===== config.mk =====
export PLATFORM = sky130hd
export DESIGN_NAME = blockwise_crc32_check
export DESIGN_NICKNAME = d
export VERILOG_FILES = /design/src/hw/rtl/bcc_pkg.sv /design/src/hw/rtl/blockwise_crc32_check.sv /design/src/hw/rtl/bcc_front.sv /design/src/hw/rtl/bcc_back.sv
export SDC_FILE = /design/constraint.sdc
export NUM_CORES = 1
export LEC_CHECK = 0
export BUFFER_PORTS_ARGS = -buffer_cell sky130_fd_sc_hd__buf_2
export CAP_MARGIN = 0
export CORE_UTILIZATION = 45
export DETAILED_ROUTE_END_ITERATION = 8
export GPL_TIMING_DRIVEN = 0
export HOLD_SLACK_MARGIN = 0.05
export SLEW_MARGIN = 20
export SYNTH_ARGS = -nofsm -noshare
export SYNTH_HDL_FRONTEND = slang
export SYNTH_SLANG_ARGS = --single-unit

===== constraint.sdc =====
create_clock -name clock -period 11.77 [get_ports clock]
set_input_delay 1.177 -clock clock [delete_from_list [all_inputs] [get_ports clock]]
set_output_delay 1.177 -clock clock [all_outputs]
set_load 0.02 [all_outputs]

===== src/hw/rtl/bcc_pkg.sv =====
package bcc_pkg;

   localparam int unsigned MAX_BLOCK = 4096;
   localparam int unsigned BLOCK_W = 13;
   localparam int unsigned CRC_W = 32;
   localparam logic [CRC_W-1:0] CRC_POLY = 32'h04C1_1DB7;
   localparam logic [BLOCK_W-1:0] BLOCK_SIZE_RESET = 13'd512;
   localparam logic [BLOCK_W-1:0] BLOCK_MAX = BLOCK_W'(MAX_BLOCK);

   typedef enum logic [1:0] {
      CSR_BLOCK_SIZE = 2'd0,
      CSR_EXPECTED   = 2'd1,
      CSR_START      = 2'd2
   } csr_index_type;

   // one queued input transaction
   typedef struct packed {
      logic [7:0] data_byte;
      logic       final_byte;
   } item_type;

   // configuration seen by the CRC engine
   typedef struct packed {
      logic [BLOCK_W-1:0] block_size;
      logic [CRC_W-1:0]   expected_crc;
      logic [CRC_W-1:0]   start_value;
      logic               start_load;   // start_value written this cycle
   } cfg_type;

   // byte-wide MSB-first CRC update, an XOR network after synthesis
   function automatic logic [CRC_W-1:0] fold_byte(logic [CRC_W-1:0] crc,
                                                  logic [7:0] data);
      logic [CRC_W-1:0] r;
      r = crc ^ {data, 24'd0};
      for (int k = 0; k < 8; k++) begin
         if (r[CRC_W-1]) begin
            r = {r[CRC_W-2:0], 1'b0} ^ CRC_POLY;
         end else begin
            r = {r[CRC_W-2:0], 1'b0};
         end
      end
      return r;
   endfunction

endpackage


===== src/hw/rtl/blockwise_crc32_check.sv =====
// Channel   Ports        Transaction payload
// --------  -----------  ------------------------------------------------------
// request   req_t*       tdata[7:0] data_byte, tlast final_byte
// response  rsp_t*       tdata[31:0] crc_value, tuser[0] crc_matches
// config    csr_*        csr_index register, csr_data value (ready tied high)
//
// One byte per clock sustained unless a final byte waits on a stalled response:
// the CRC engine folds a whole byte through a combinational XOR network, so the
// engine loop is the only per-byte step; the engine registers the response.
// Reset is synchronous, active high; clears queue, CRC state and config to
// block_size 512, expected_crc 0, start_value 0.
// A stalled response holds only final bytes and the bytes queued behind them.
module blockwise_crc32_check (
   input  logic        clock,
   input  logic        reset,
   // request stream
   input  logic        req_tvalid,
   output logic        req_tready,
   input  logic [7:0]  req_tdata,    // [7:0] data_byte
   input  logic        req_tlast,    // final_byte
   // response stream
   output logic        rsp_tvalid,
   input  logic        rsp_tready,
   output logic [31:0] rsp_tdata,    // [31:0] crc_value
   output logic [0:0]  rsp_tuser,    // [0] crc_matches
   // register writes
   input  logic        csr_valid,
   output logic        csr_ready,
   input  logic [1:0]  csr_index,
   input  logic [31:0] csr_data
);

   // configuration registers
   logic [bcc_pkg::BLOCK_W-1:0] block_size_ff, block_size_in;
   logic [bcc_pkg::CRC_W-1:0]   expected_ff, expected_in;
   logic [bcc_pkg::CRC_W-1:0]   start_ff, start_in;
   logic                        csr_write;
   logic                        start_load;

   bcc_pkg::item_type in_item;
   bcc_pkg::item_type q_item;
   bcc_pkg::cfg_type  cfg;
   logic              q_valid;
   logic              q_pop;
   logic              match;

   assign csr_ready = 1'b1;
   assign csr_write = csr_valid && csr_ready;

   always_comb begin
      block_size_in = block_size_ff;
      expected_in   = expected_ff;
      start_in      = start_ff;
      start_load    = 1'b0;
      if (csr_write) begin
         case (csr_index)
            bcc_pkg::CSR_BLOCK_SIZE: begin
               block_size_in = csr_data[bcc_pkg::BLOCK_W-1:0];
            end
            bcc_pkg::CSR_EXPECTED: begin
               expected_in = csr_data;
            end
            bcc_pkg::CSR_START: begin
               start_in   = csr_data;
               start_load = 1'b1;
            end
            default: begin
               // unknown index: write dropped
            end
         endcase
      end
   end

   always_ff @(posedge clock) begin
      if (reset) begin
         block_size_ff <= bcc_pkg::BLOCK_SIZE_RESET;
         expected_ff   <= '0;
         start_ff      <= '0;
      end else begin
         block_size_ff <= block_size_in;
         expected_ff   <= expected_in;
         start_ff      <= start_in;
      end
   end

   // start_load carries the new value straight in so an idle engine reloads now
   assign cfg.block_size   = block_size_ff;
   assign cfg.expected_crc = expected_ff;
   assign cfg.start_value  = start_load ? start_in : start_ff;
   assign cfg.start_load   = start_load;

   assign in_item.data_byte  = req_tdata;
   assign in_item.final_byte = req_tlast;

   bcc_front u_front (
      .clock    (clock),
      .reset    (reset),
      .in_valid (req_tvalid),
      .in_ready (req_tready),
      .in_item  (in_item),
      .q_valid  (q_valid),
      .q_item   (q_item),
      .q_pop    (q_pop)
   );

   bcc_back u_back (
      .clock     (clock),
      .reset     (reset),
      .cfg       (cfg),
      .q_valid   (q_valid),
      .q_item    (q_item),
      .q_pop     (q_pop),
      .out_valid (rsp_tvalid),
      .out_ready (rsp_tready),
      .out_crc   (rsp_tdata),
      .out_match (match)
   );

   assign rsp_tuser[0] = match;

endmodule


===== src/hw/rtl/bcc_front.sv =====
module bcc_front (
   input  logic               clock,
   input  logic               reset,
   input  logic               in_valid,
   output logic               in_ready,
   input  bcc_pkg::item_type  in_item,
   output logic               q_valid,
   output bcc_pkg::item_type  q_item,
   input  logic               q_pop
);

   // two-entry queue between the stream input and the CRC engine
   bcc_pkg::item_type entry_ff [2];
   logic       wr_ptr_ff, wr_ptr_in;
   logic       rd_ptr_ff, rd_ptr_in;
   logic [1:0] count_ff, count_in;
   logic       push;
   logic       pop;

   assign in_ready = (count_ff != 2'd2);
   assign q_valid  = (count_ff != 2'd0);
   assign q_item   = entry_ff[rd_ptr_ff];

   assign push = in_valid && in_ready;
   assign pop  = q_pop && q_valid;

   always_comb begin
      wr_ptr_in = push ? ~wr_ptr_ff : wr_ptr_ff;
      rd_ptr_in = pop ? ~rd_ptr_ff : rd_ptr_ff;
      count_in  = count_ff;
      if (push && !pop) begin
         count_in = count_ff + 2'd1;
      end else if (pop && !push) begin
         count_in = count_ff - 2'd1;
      end
   end

   always_ff @(posedge clock) begin
      if (reset) begin
         wr_ptr_ff <= 1'b0;
         rd_ptr_ff <= 1'b0;
         count_ff  <= 2'd0;
      end else begin
         wr_ptr_ff <= wr_ptr_in;
         rd_ptr_ff <= rd_ptr_in;
         count_ff  <= count_in;
      end
   end

   always_ff @(posedge clock) begin
      if (push) begin
         entry_ff[wr_ptr_ff] <= in_item;
      end
   end

endmodule


===== src/hw/rtl/bcc_back.sv =====
module bcc_back (
   input  logic                        clock,
   input  logic                        reset,
   input  bcc_pkg::cfg_type            cfg,
   input  logic                        q_valid,
   input  bcc_pkg::item_type           q_item,
   output logic                        q_pop,
   output logic                        out_valid,
   input  logic                        out_ready,
   output logic [bcc_pkg::CRC_W-1:0]   out_crc,
   output logic                        out_match
);

   logic [bcc_pkg::CRC_W-1:0]   crc_ff, crc_in;
   logic [bcc_pkg::BLOCK_W-1:0] cnt_ff, cnt_in;
   logic                        started_ff, started_in;
   logic                        rsp_valid_ff, rsp_valid_in;
   logic [bcc_pkg::CRC_W-1:0]   rsp_crc_ff, rsp_crc_in;
   logic                        rsp_match_ff, rsp_match_in;

   logic [bcc_pkg::BLOCK_W-1:0] limit;
   logic [bcc_pkg::BLOCK_W-1:0] cnt_next;
   logic [bcc_pkg::CRC_W-1:0]   folded;
   logic [bcc_pkg::CRC_W-1:0]   crc_post;
   logic                        blk_end;
   logic                        take;

   // zero acts as one, oversize clamps to the maximum block
   always_comb begin
      limit = cfg.block_size;
      if (cfg.block_size == '0) begin
         limit = bcc_pkg::BLOCK_W'(1);
      end else if (cfg.block_size > bcc_pkg::BLOCK_MAX) begin
         limit = bcc_pkg::BLOCK_MAX;
      end
   end

   // a final byte needs the result register free
   assign q_pop = q_valid && (!q_item.final_byte || !rsp_valid_ff || out_ready);
   assign take  = q_pop;

   assign folded   = bcc_pkg::fold_byte(crc_ff, q_item.data_byte);
   assign cnt_next = cnt_ff + bcc_pkg::BLOCK_W'(1);
   assign blk_end  = (cnt_next >= limit);
   assign crc_post = (blk_end || q_item.final_byte) ? ~folded : folded;

   always_comb begin
      crc_in       = crc_ff;
      cnt_in       = cnt_ff;
      started_in   = started_ff;
      rsp_valid_in = rsp_valid_ff && !out_ready;
      rsp_crc_in   = rsp_crc_ff;
      rsp_match_in = rsp_match_ff;
      if (cfg.start_load && !started_ff) begin
         crc_in = cfg.start_value;
      end
      if (take) begin
         if (q_item.final_byte) begin
            rsp_valid_in = 1'b1;
            rsp_crc_in   = crc_post;
            rsp_match_in = (crc_post == cfg.expected_crc);
            crc_in       = cfg.start_value;
            cnt_in       = '0;
            started_in   = 1'b0;
         end else begin
            crc_in     = crc_post;
            cnt_in     = blk_end ? '0 : cnt_next;
            started_in = 1'b1;
         end
      end
   end

   always_ff @(posedge clock) begin
      if (reset) begin
         crc_ff       <= '0;
         cnt_ff       <= '0;
         started_ff   <= 1'b0;
         rsp_valid_ff <= 1'b0;
      end else begin
         crc_ff       <= crc_in;
         cnt_ff       <= cnt_in;
         started_ff   <= started_in;
         rsp_valid_ff <= rsp_valid_in;
      end
   end

   always_ff @(posedge clock) begin
      rsp_crc_ff   <= rsp_crc_in;
      rsp_match_ff <= rsp_match_in;
   end

   assign out_valid = rsp_valid_ff;
   assign out_crc   = rsp_crc_ff;
   assign out_match = rsp_match_ff;

endmodule


==> results of run 1 <==
## placed cells by master (no fill, tap or decap), types with 5 or more instances in the layout
| master | count |
|---|---|
| nand2_1 | 185 |
| dfxtp_1 | 129 |
| a21oi_1 | 96 |
| buf_2 | 83 |
| xnor2_1 | 80 |
| nor2_1 | 67 |
| edfxtp_1 | 51 |
| clkbuf_1 | 48 |
| mux2i_1 | 39 |
| xor2_1 | 38 |
| o211ai_1 | 32 |
| o21ai_0 | 18 |
| clkbuf_16 | 17 |
| ha_1 | 15 |
| and3_1 | 11 |
| xnor3_1 | 11 |
| inv_1 | 7 |
| nand3_1 | 6 |
| nand2b_1 | 5 |
| nor4_1 | 5 |
| nor3_1 | 5 |
| xnor2_2 | 5 |
## synthesized netlist by cell type (3+ instances only)
| master | number |
|---|---|
| a2111oi_0 | 3 |
| a21oi_1 | 96 |
| a221oi_1 | 3 |
| a31oi_1 | 4 |
| and3_1 | 11 |
| buf_1 | 3 |
| clkbuf_1 | 46 |
| dfxtp_1 | 129 |
| edfxtp_1 | 51 |
| ha_1 | 15 |
| inv_1 | 7 |
| mux2i_1 | 39 |
| mux2i_2 | 4 |
| nand2_1 | 185 |
| nand2b_1 | 5 |
| nand3_1 | 6 |
| nand3b_1 | 4 |
| nand4_1 | 4 |
| nor2_1 | 68 |
| nor2b_1 | 3 |
| nor3_1 | 5 |
| nor3b_1 | 4 |
| nor4_1 | 5 |
| o211ai_1 | 32 |
| o21ai_0 | 18 |
| or3_1 | 4 |
| or4_1 | 3 |
| xnor2_1 | 80 |
| xnor2_2 | 5 |
| xnor2_4 | 3 |
| xnor3_1 | 11 |
| xor2_1 | 38 |
| xor2_2 | 4 |
| xor2_4 | 3 |
## state kept, by name, indices dropped and copies added, names as in the netlist, 2 cells and up, named ones only
| register | count |
|---|---|
| u_back.out_crc | 32 |
| block_size_ff | 13 |
| start_ff | 32 |
| u_back.crc_ff | 32 |
| u_back.cnt_ff | 13 |
| u_front.count_ff | 2 |
| expected_ff | 32 |
| u_front.entry_ff | 18 |
## metal layers
metal  wire length (um)  part of all wire [%]  GRT usage (%)
met1              11400                    48           34.4
met2              10700                    45           37.8
met3               1150                   4.8           4.43
met4                552                   2.3           8.06
met5                  0                     0              0
## cell families (layout without fill, tap and decap cells)
group / count (synthesis) / after routing / share of synthesized area (%)
AOI/OAI and AO/OA: 172 / 172 / 11.3
muxes: 44 / 44 / 5.18
adders and majority gates: 15 / 15 / 2.08
buffers and inverters: 61 / 175 / 2.69
DFF: 180 / 180 / 45.5
xor gates and xnor gates: 146 / 146 / 18.2
other: 1 / 1 / 0.0415
and+or+nand+nor: 315 / 315 / 15.0
## layout make-up
cell class,count,area (um2),share of cell area [%]
multi-input cells,693,4680,45.2
plain buffers,53,213,2.05
clock inverters,13,131,1.27
repair buffers,82,433,4.18
flip-flops and latches,180,4110,39.7
well taps,265,332,3.20
inverters,8,30.0,0.290
clock buffers,19,433,4.18
## worst min-delay path, cell delays in order, from the launching register on
cell and delay [ns]:
dfxtp_1 0.31, nand2_1 0.05, a21oi_1 0.05
## power breakdown
part / internal (mW) / switching (mW) / total, mW
combinational: 0.859 / 1.40 / 2.26
clock: 0.312 / 0.244 / 0.556
sequential: 0.875 / 0.0674 / 0.942
total: 2.05 / 1.71 / 3.76
## worst max-delay path by stage
stage,cells after the start,endpoint
finish,17,u_back.out_match
global route,17,u_back.out_match
CTS,17,u_back.out_match
detailed placement,17,u_back.out_match
global placement,17,u_back.out_match
floorplan,17,u_back.out_match
==> summary.txt, run 1 <==
status = complete, no violations
slew at the pin with the worst max-slew slack = 0.924 ns
Die Ht = 144 um
Placeable Area = 19600 um2
RSZ-0062 raised after global routing = false
Top Ports = 84
post-layout min period = 6.00 ns
post-synth top area share = 28.6%
Ant. Diodes = 0
Max Slew Vio Count = 0
Port Buffers = 81
reg-to-reg startpoint = u_back.cnt_ff[0]
Sink Count = 180
crit-path leading delay family = simple AND/OR/NAND/NOR gates
Post-Route Skew = 0.0112 ns
TritonCTS clock tree = yes
fmax = 167 MHz
routed length per instance = 18.1 um
syn_nets = 997
Setup CP Type = reg2reg
leakage = 4.20 nW
largest stage delay on the critical path = 0.77 ns
vias in the first global route = 6546
total track usage = 24.5%
yosys synthesis warning count = 0
Req. time, crit path = 12.04 ns
TritonCTS buffer count = 17
number of synthesized register bits = 180
Vias = 6961
Max-cap violations = 0
Post-synth EDFFs = 51
crit share post-route = 51.0%
fin nets = 1098
DRT antenna net count = 0
H-tree levels = 4
reg2reg setup slack = 5.77 ns
area of placed instances = 9800 um2
Hold-fix buffers, CTS = 0
Setup crit start kind = flop
FF-to-FF End = u_back.out_match
worst slack, placed = 5.70 ns
Clk Latency, worst-skew pair = 0.43 ns
Starting Density = 46.1%
Via density = 5.30
CTS Buffer Depth = 2
final setup TNS = 0 ns
final setup vio count = 0
final WL = 23800 um
Worst Path Max Fanout = 10
drt first-iter violations = 495
P per Cell Area = 362 nW/um2
slowest CP cell = o311ai_1
worst setup path start = u_back.cnt_ff[0]
final worst setup slack = 5.77 ns
die width = 144 um
cell count after synthesis = 934
total grt overflow = 0
fillcell total = 1868
Slew headroom = 38.4%
Synth area leader = dfxtp_1
depth of the most critical reg-to-reg path = 17
CP bufs+invs = 2
Hold Startpoint = expected_ff[1]
PnR Total Power = 3.76 mW
CTS resizes = 0
final hold violation count = 0
CP arrival = 6.27 ns
initial antenna violation count = 0
syn_area_per_cell = 9.67 um2
Synth area leaders = dfxtp_1 29%, edfxtp_1 17%, xnor2_1 7.8%
CP dominant cell by count = and3_1
clk root buf = clkbuf_16
Worst Hold Class = reg2reg
Hold WS = 0.462 ns
crit-path cells = ha_1 > and3_1 > and3_1 > and3_1 > and3_1 > nand3_1 > xnor2_1 > ha_1 > nand3_1 > o311ai_1 > clkbuf_1 > clkbuf_1 > xnor2_1 > mux2i_1 > a2111oi_0 > nand4_1 > nor3_2
placed cell count = 1281
Max rail drop VDD = 166 uV
Synth cell types = 60
asr flop ratio synth = 0%
post-CTS setup buffer count = 0
Clk pin slew, worst setup/hold paths = 0.06 ns
die area = 20600 um2
largest net degree at the start of global routing = 20
final design utilization = 52.9%
hpwl dp = 17700 um
area grow syn2layout = 14.8%
DR pass1 iterations = 5
Placer Congestion = 0.903
ys flop type = dfxtp_1
CP Capture Type = flop
sequential share of the synthesized area = 45.5%
FP Rows = 51
final std cells w/o fill = 1313
first-pass GRT wire length = 37100 um
drt drc = 0
Min-Delay Endpoint = expected_ff[1]
layout cells sized above 1 = 13.1%
synthesized area = 9030 um2
hold path cells = 2
Final Instance Area = 10400 um2
No activity file was read; power rests on OpenSTA's default activity.
==> run 2, diff against run 1 <==
==> constraint.sdc (replaced) <==
create_clock -name clock -period 5.95 [get_ports clock]
set_input_delay 0.595 -clock clock [delete_from_list [all_inputs] [get_ports clock]]
set_output_delay 0.595 -clock clock [all_outputs]
set_load 0.02 [all_outputs]
==> summary.txt, run 2 (synthesis results as in run 1) <==
Sequential cell area = 4110 um2 (unchanged)
initial antenna violation count = 0 (unchanged)
FP Rows = 51 (unchanged)
Port Buffers = 81 (unchanged)
Hold-fix buffers, CTS = 0 (unchanged)
Setup CP Type = reg2reg
status = complete, no violations
clk root buf = clkbuf_16
Die Ht = 144 um (unchanged)
Clk pin slew, worst setup/hold paths = 0.07 ns (about the same)
layout cells sized above 1 = 13.3% (+0.19 points)
leakage = 4.20 nW (+0.11%)
total track usage = 24.5% (unchanged)
CTS Buffer Depth = 2 (unchanged)
die area = 20600 um2 (unchanged)
hpwl dp = 17700 um (unchanged)
DR pass1 iterations = 5 (unchanged)
commonest cells after routing, fill and taps aside = 185 x nand2_1, 129 x dfxtp_1, 96 x a21oi_1
Ant. Diodes = 0 (unchanged)
Via density = 5.30 (-0.11%)
drt drc = 0 (unchanged)
Max Slew Vio Count = 0 (unchanged)
CP Capture Type = flop
drt first-iter violations = 483 (-2.4%)
final setup TNS = 0 ns (unchanged)
area grow syn2layout = 14.9% (about the same)
Vias = 6953 (-0.11%)
final setup vio count = 0 (unchanged)
TritonCTS buffer count = 17 (unchanged)
Placer Congestion = 0.903 (unchanged)
Hold WS = 0.346 ns (-0.116 ns)
CP arrival = 5.80 ns (-0.47 ns)
fmax = 181 MHz (+8.5%)
post-CTS setup buffer count = 0 (unchanged)
Slew headroom = 38.3% (-0.10 points)
vias in the first global route = 6546 (unchanged)
slew at the pin with the worst max-slew slack = 0.926 ns (+0.00152 ns)
final hold violation count = 0 (unchanged)
Post-Route Skew = 0.00994 ns (-0.00128 ns)
Clk Latency, worst-skew pair = 0.43 ns (about the same)
Setup crit start kind = flop
post-layout min period = 5.53 ns (-0.470 ns)
P per Cell Area = 717 nW/um2 (+98%)
Final Instance Area = 10400 um2 (about the same)
RSZ-0062 raised after global routing = false
final std cells w/o fill = 1313 (unchanged)
fillcell total = 1865 (-0.16%)
crit share post-route = 93.0% (+42 points)
Multi-input gate area = 4690 um2 (+0.16%)
TritonCTS clock tree = yes
largest net degree at the start of global routing = 20 (unchanged)
placed cell count = 1281 (unchanged)
Max rail drop VDD = 332 uV (+100%)
Sink Count = 180 (unchanged)
H-tree levels = 4 (unchanged)
PnR Total Power = 7.44 mW (+98%)
Req. time, crit path = 6.22 ns (-5.82 ns)
Worst Path Max Fanout = 10 (unchanged)
fin nets = 1098 (unchanged)
first-pass GRT wire length = 37100 um (unchanged)
Max-cap violations = 0 (unchanged)
final WL = 23800 um (-0.10%)
die width = 144 um (unchanged)
DRT antenna net count = 0 (unchanged)
Starting Density = 46.1% (unchanged)
routed length per instance = 18.1 um (-0.10%)
area of placed instances = 9800 um2 (unchanged)
Top Ports = 84 (unchanged)
total grt overflow = 0 (unchanged)
most common cell after layout, fill and taps aside = nand2_1
Placeable Area = 19600 um2 (unchanged)
Worst Hold Class = in2reg
## run 2: cell counts in the layout (fill, tap and decap cells not counted)
No cell type changed its count.
## run 2: stage by stage
stage,util (%),setup WS [ns]
after global placement,49.9,-0.170
after floorplan,-,1.54
final,53.0,0.417
after CTS,52.9,0.0825
after detailed placement,50.0,-0.117
after global routing,53.0,0.0275
## run 2: final timing paths
| check | depth (start not counted) | slack, ns | startpoint | to |
|---|---|---|---|---|
| min reg2reg | 2 | 0.46 | expected_ff[1] | expected_ff[1] |
| max | 18 | 0.42 | u_back.cnt_ff[0] | u_back.out_match |
| max reg2reg | 18 | 0.42 | u_back.cnt_ff[0] | u_back.out_match |
| min | 1 | 0.35 | req_tdata[0] | u_front.entry_ff[0][1] |
## run 2: area by class of cell
| type | count | area share, % |
|---|---|---|
| Sequential cell | 180 | 39.6 |
| Clock buffer | 19 | 4.17 |
| Timing Repair Buffer | 82 | 4.17 |
| Clock inverter | 13 | 1.27 |
| Multi-Input combinational cell | 693 | 45.2 |
| Tap cell | 265 | 3.20 |
| Buffer | 53 | 2.06 |
| Inverter | 8 | 0.289 |
## run 2: timing repair
| action | in CTS | in global routing |
|---|---|---|
| pin swaps | 0 | 0 |
| resized for setup | 1 | 3 |
| gates cloned | 0 | 0 |
| setup endpoints to repair | 1 | 1 |
| hold endpoints to repair | 0 | 0 |
## run 2: power breakdown
part | switching [mW] | total, mW | internal (mW)
sequential | 0.133 | 1.86 | 1.73
combinational | 2.77 | 4.47 | 1.70
clock | 0.484 | 1.10 | 0.617
total | 3.39 | 7.44 | 4.05
## run 2: layer usage
metal	wire (um)	GRT usage, %
met5	0	0
met4	584	8.06
met3	1110	4.43
met2	10700	37.8
met1	11400	34.4
## run 2: worst max-delay path, cell delays in order, from the launching register on
cell and delay [ns]:
dfxtp_1 0.41, ha_1 0.25, and3_1 0.26, and3_1 0.25, and3_1 0.26, and3_1 0.26, nand3_1 0.11, xnor2_1 0.27
ha_1 0.29, nor2b_1 0.13, nor3b_1 0.30, o311ai_2 0.27, clkbuf_1 0.38, clkbuf_2 0.36, xnor2_1 0.49, mux2i_1 0.17
a2111oi_0 0.49, nand4_1 0.23, nor3_2 0.18
==> run 3, diff against run 2 <==
--- a/config.mk
+++ b/config.mk
@@ -8,6 +8,7 @@
 export BUFFER_PORTS_ARGS = -buffer_cell sky130_fd_sc_hd__buf_2
 export CAP_MARGIN = 0
 export CORE_UTILIZATION = 45
+export CTS_BUF_LIST = sky130_fd_sc_hd__clkbuf_8
 export DETAILED_ROUTE_END_ITERATION = 8
 export GPL_TIMING_DRIVEN = 0
 export HOLD_SLACK_MARGIN = 0.05
==> summary.txt, run 3 (synthesis results as in run 1) <==
status = complete, no violations
Worst Hold Class = in2reg
Comb power frac = 62.5% (+2.4 points)
Final Instance Area = 10200 um2 (-1.8%)
Placer Congestion = 0.903 (unchanged)
Post-Route Skew = 0.0184 ns (+0.00847 ns)
H-tree levels = 4 (unchanged)
CTS Buffer Depth = 2 (unchanged)
PnR Total Power = 7.14 mW (-3.9%)
placed cell count = 1281 (unchanged)
routed length per instance = 18.0 um (-0.72%)
Sink Count = 180 (unchanged)
Max-cap violations = 0 (unchanged)
Clk pin slew, worst setup/hold paths = 0.09 ns (+0.02 ns)
crit share post-route = 93.9% (+0.93 points)
Top Ports = 84 (unchanged)
final design utilization = 52.0% (-0.98 points)
first-pass GRT wire length = 36900 um (-0.67%)
Via density = 5.30 (+0.13%)
CP arrival = 5.90 ns (+0.10 ns)
most common cell after layout, fill and taps aside = nand2_1
fmax = 179 MHz (-0.99%)
Port Buffers = 81 (unchanged)
die width = 144 um (unchanged)
slew at the pin with the worst max-slew slack = 0.903 ns (-0.0223 ns)
die area = 20600 um2 (unchanged)
post-CTS setup buffer count = 0 (unchanged)
final worst setup slack = 0.362 ns (-0.0551 ns)
Setup CP Type = reg2reg
drt drc = 0 (unchanged)
Req. time, crit path = 6.26 ns (+0.04 ns)
layout cells sized above 1 = 13.3% (unchanged)
Die Ht = 144 um (unchanged)
final std cells w/o fill = 1313 (unchanged)
final hold violation count = 0 (unchanged)
Power Internal = 3.80 mW (-6.2%)
DR pass1 iterations = 5 (unchanged)
hpwl dp = 17700 um (unchanged)
Vias = 6962 (+0.13%)
final setup vio count = 0 (unchanged)
clock power share = 11.5% (-3.3 points)
CP Capture Type = flop
Ant. Diodes = 0 (unchanged)
P per Cell Area = 701 nW/um2 (-2.1%)
fillcell total = 1891 (+1.4%)
commonest cells after routing, fill and taps aside = 185 x nand2_1, 129 x dfxtp_1, 96 x a21oi_1
area grow syn2layout = 12.8%
Setup crit start kind = flop
leakage = 4.12 nW (-1.9%)
largest net degree at the start of global routing = 20 (unchanged)
Slew headroom = 39.8% (+1.5 points)
clk root buf = clkbuf_8
worst slack, placed = -0.117 ns (unchanged)
post-layout min period = 5.59 ns (+0.0551 ns)
total grt overflow = 0 (unchanged)
TritonCTS buffer count = 17 (unchanged)
TritonCTS clock tree = yes
Psw = 3.35 mW (-1.2%)
vias in the first global route = 6528 (-0.27%)
drt first-iter violations = 469 (-2.9%)
RSZ-0062 raised after global routing = false
Flop pwr share = 26.0% (+0.9 points)
area of placed instances = 9800 um2 (unchanged)
switching part of the total = 46.8% (+1.3 points)
final setup TNS = 0 ns (unchanged)
Starting Density = 46.1% (unchanged)
total track usage = 24.3% (-0.13 points)
Hold WS = 0.309 ns (-0.0365 ns)
final WL = 23600 um (-0.72%)
Max rail drop VDD = 322 uV (-3.1%)
Placeable Area = 19600 um2 (unchanged)
fin nets = 1098 (unchanged)
Worst Path Max Fanout = 10 (unchanged)
initial antenna violation count = 0 (unchanged)
Max Slew Vio Count = 0 (unchanged)
DRT antenna net count = 0 (unchanged)
Clk Latency, worst-skew pair = 0.48 ns (+0.05 ns)
FP Rows = 51 (unchanged)
[run 3: cell type report]
class | count | area (um2) | area share (%)
clock buffers | 17 | 234 | 2.30
repair buffers | 82 | 433 | 4.25
flip-flops and latches | 180 | 4110 | 40.4
inverters | 8 | 30.0 | 0.295
plain buffers | 53 | 214 | 2.10
well taps | 265 | 332 | 3.26
multi-input cells | 693 | 4690 | 46.1
clock inverters | 15 | 139 | 1.36
[run 3: power by group through the flow]
stage / Clock (mW) / Combinational, mW / Sequential, mW
after floorplan: 0 / 3.04 / 2.02
after global placement: 0 / 4.37 / 1.89
after detailed placement: 0 / 4.40 / 1.89
after CTS: 0.832 / 4.42 / 1.86
after global routing: 0.876 / 4.78 / 1.89
final: 0.818 / 4.46 / 1.86
[run 3: critical path, cell delays in order, from the launching register on]
cell and delay [ns]:
dfxtp_1 0.41, ha_1 0.25, and3_1 0.26, and3_1 0.25, and3_1 0.27, and3_1 0.26, nand3_1 0.11, xnor2_1 0.27
ha_1 0.29, nor2b_1 0.13, nor3b_1 0.31, o311ai_2 0.27, clkbuf_1 0.38, clkbuf_2 0.37, xnor2_1 0.49, mux2i_1 0.17
a2111oi_0 0.51, nand4_1 0.23, nor3_2 0.18
[run 3: path summary, 6_finish.rpt]
kind | startpoint | to | slack, ns | depth (start not counted)
min reg2reg | expected_ff[1] | expected_ff[1] | 0.46 | 2
max | u_back.cnt_ff[0] | u_back.out_match | 0.36 | 18
max reg2reg | u_back.cnt_ff[0] | u_back.out_match | 0.36 | 18
min | req_tdata[0] | u_front.entry_ff[0][1] | 0.31 | 1
[run 3: what timing repair did]
action | CTS | global route
gates cloned | 0 | 0
hold buffers | 0 | 0
pin swaps | 0 | 0
gates resized for setup | 1 | 3
endpoints found under the setup margin | 1 | 1
[run 3: layer usage]
metal	track usage (%)	up-vias	share of wire, %
li1	-	3408	-
met1	34.1	3328	48
met2	37.7	194	45
met3	4.07	32	4.7
met4	8.85	0	2.6
met5	0	-	0
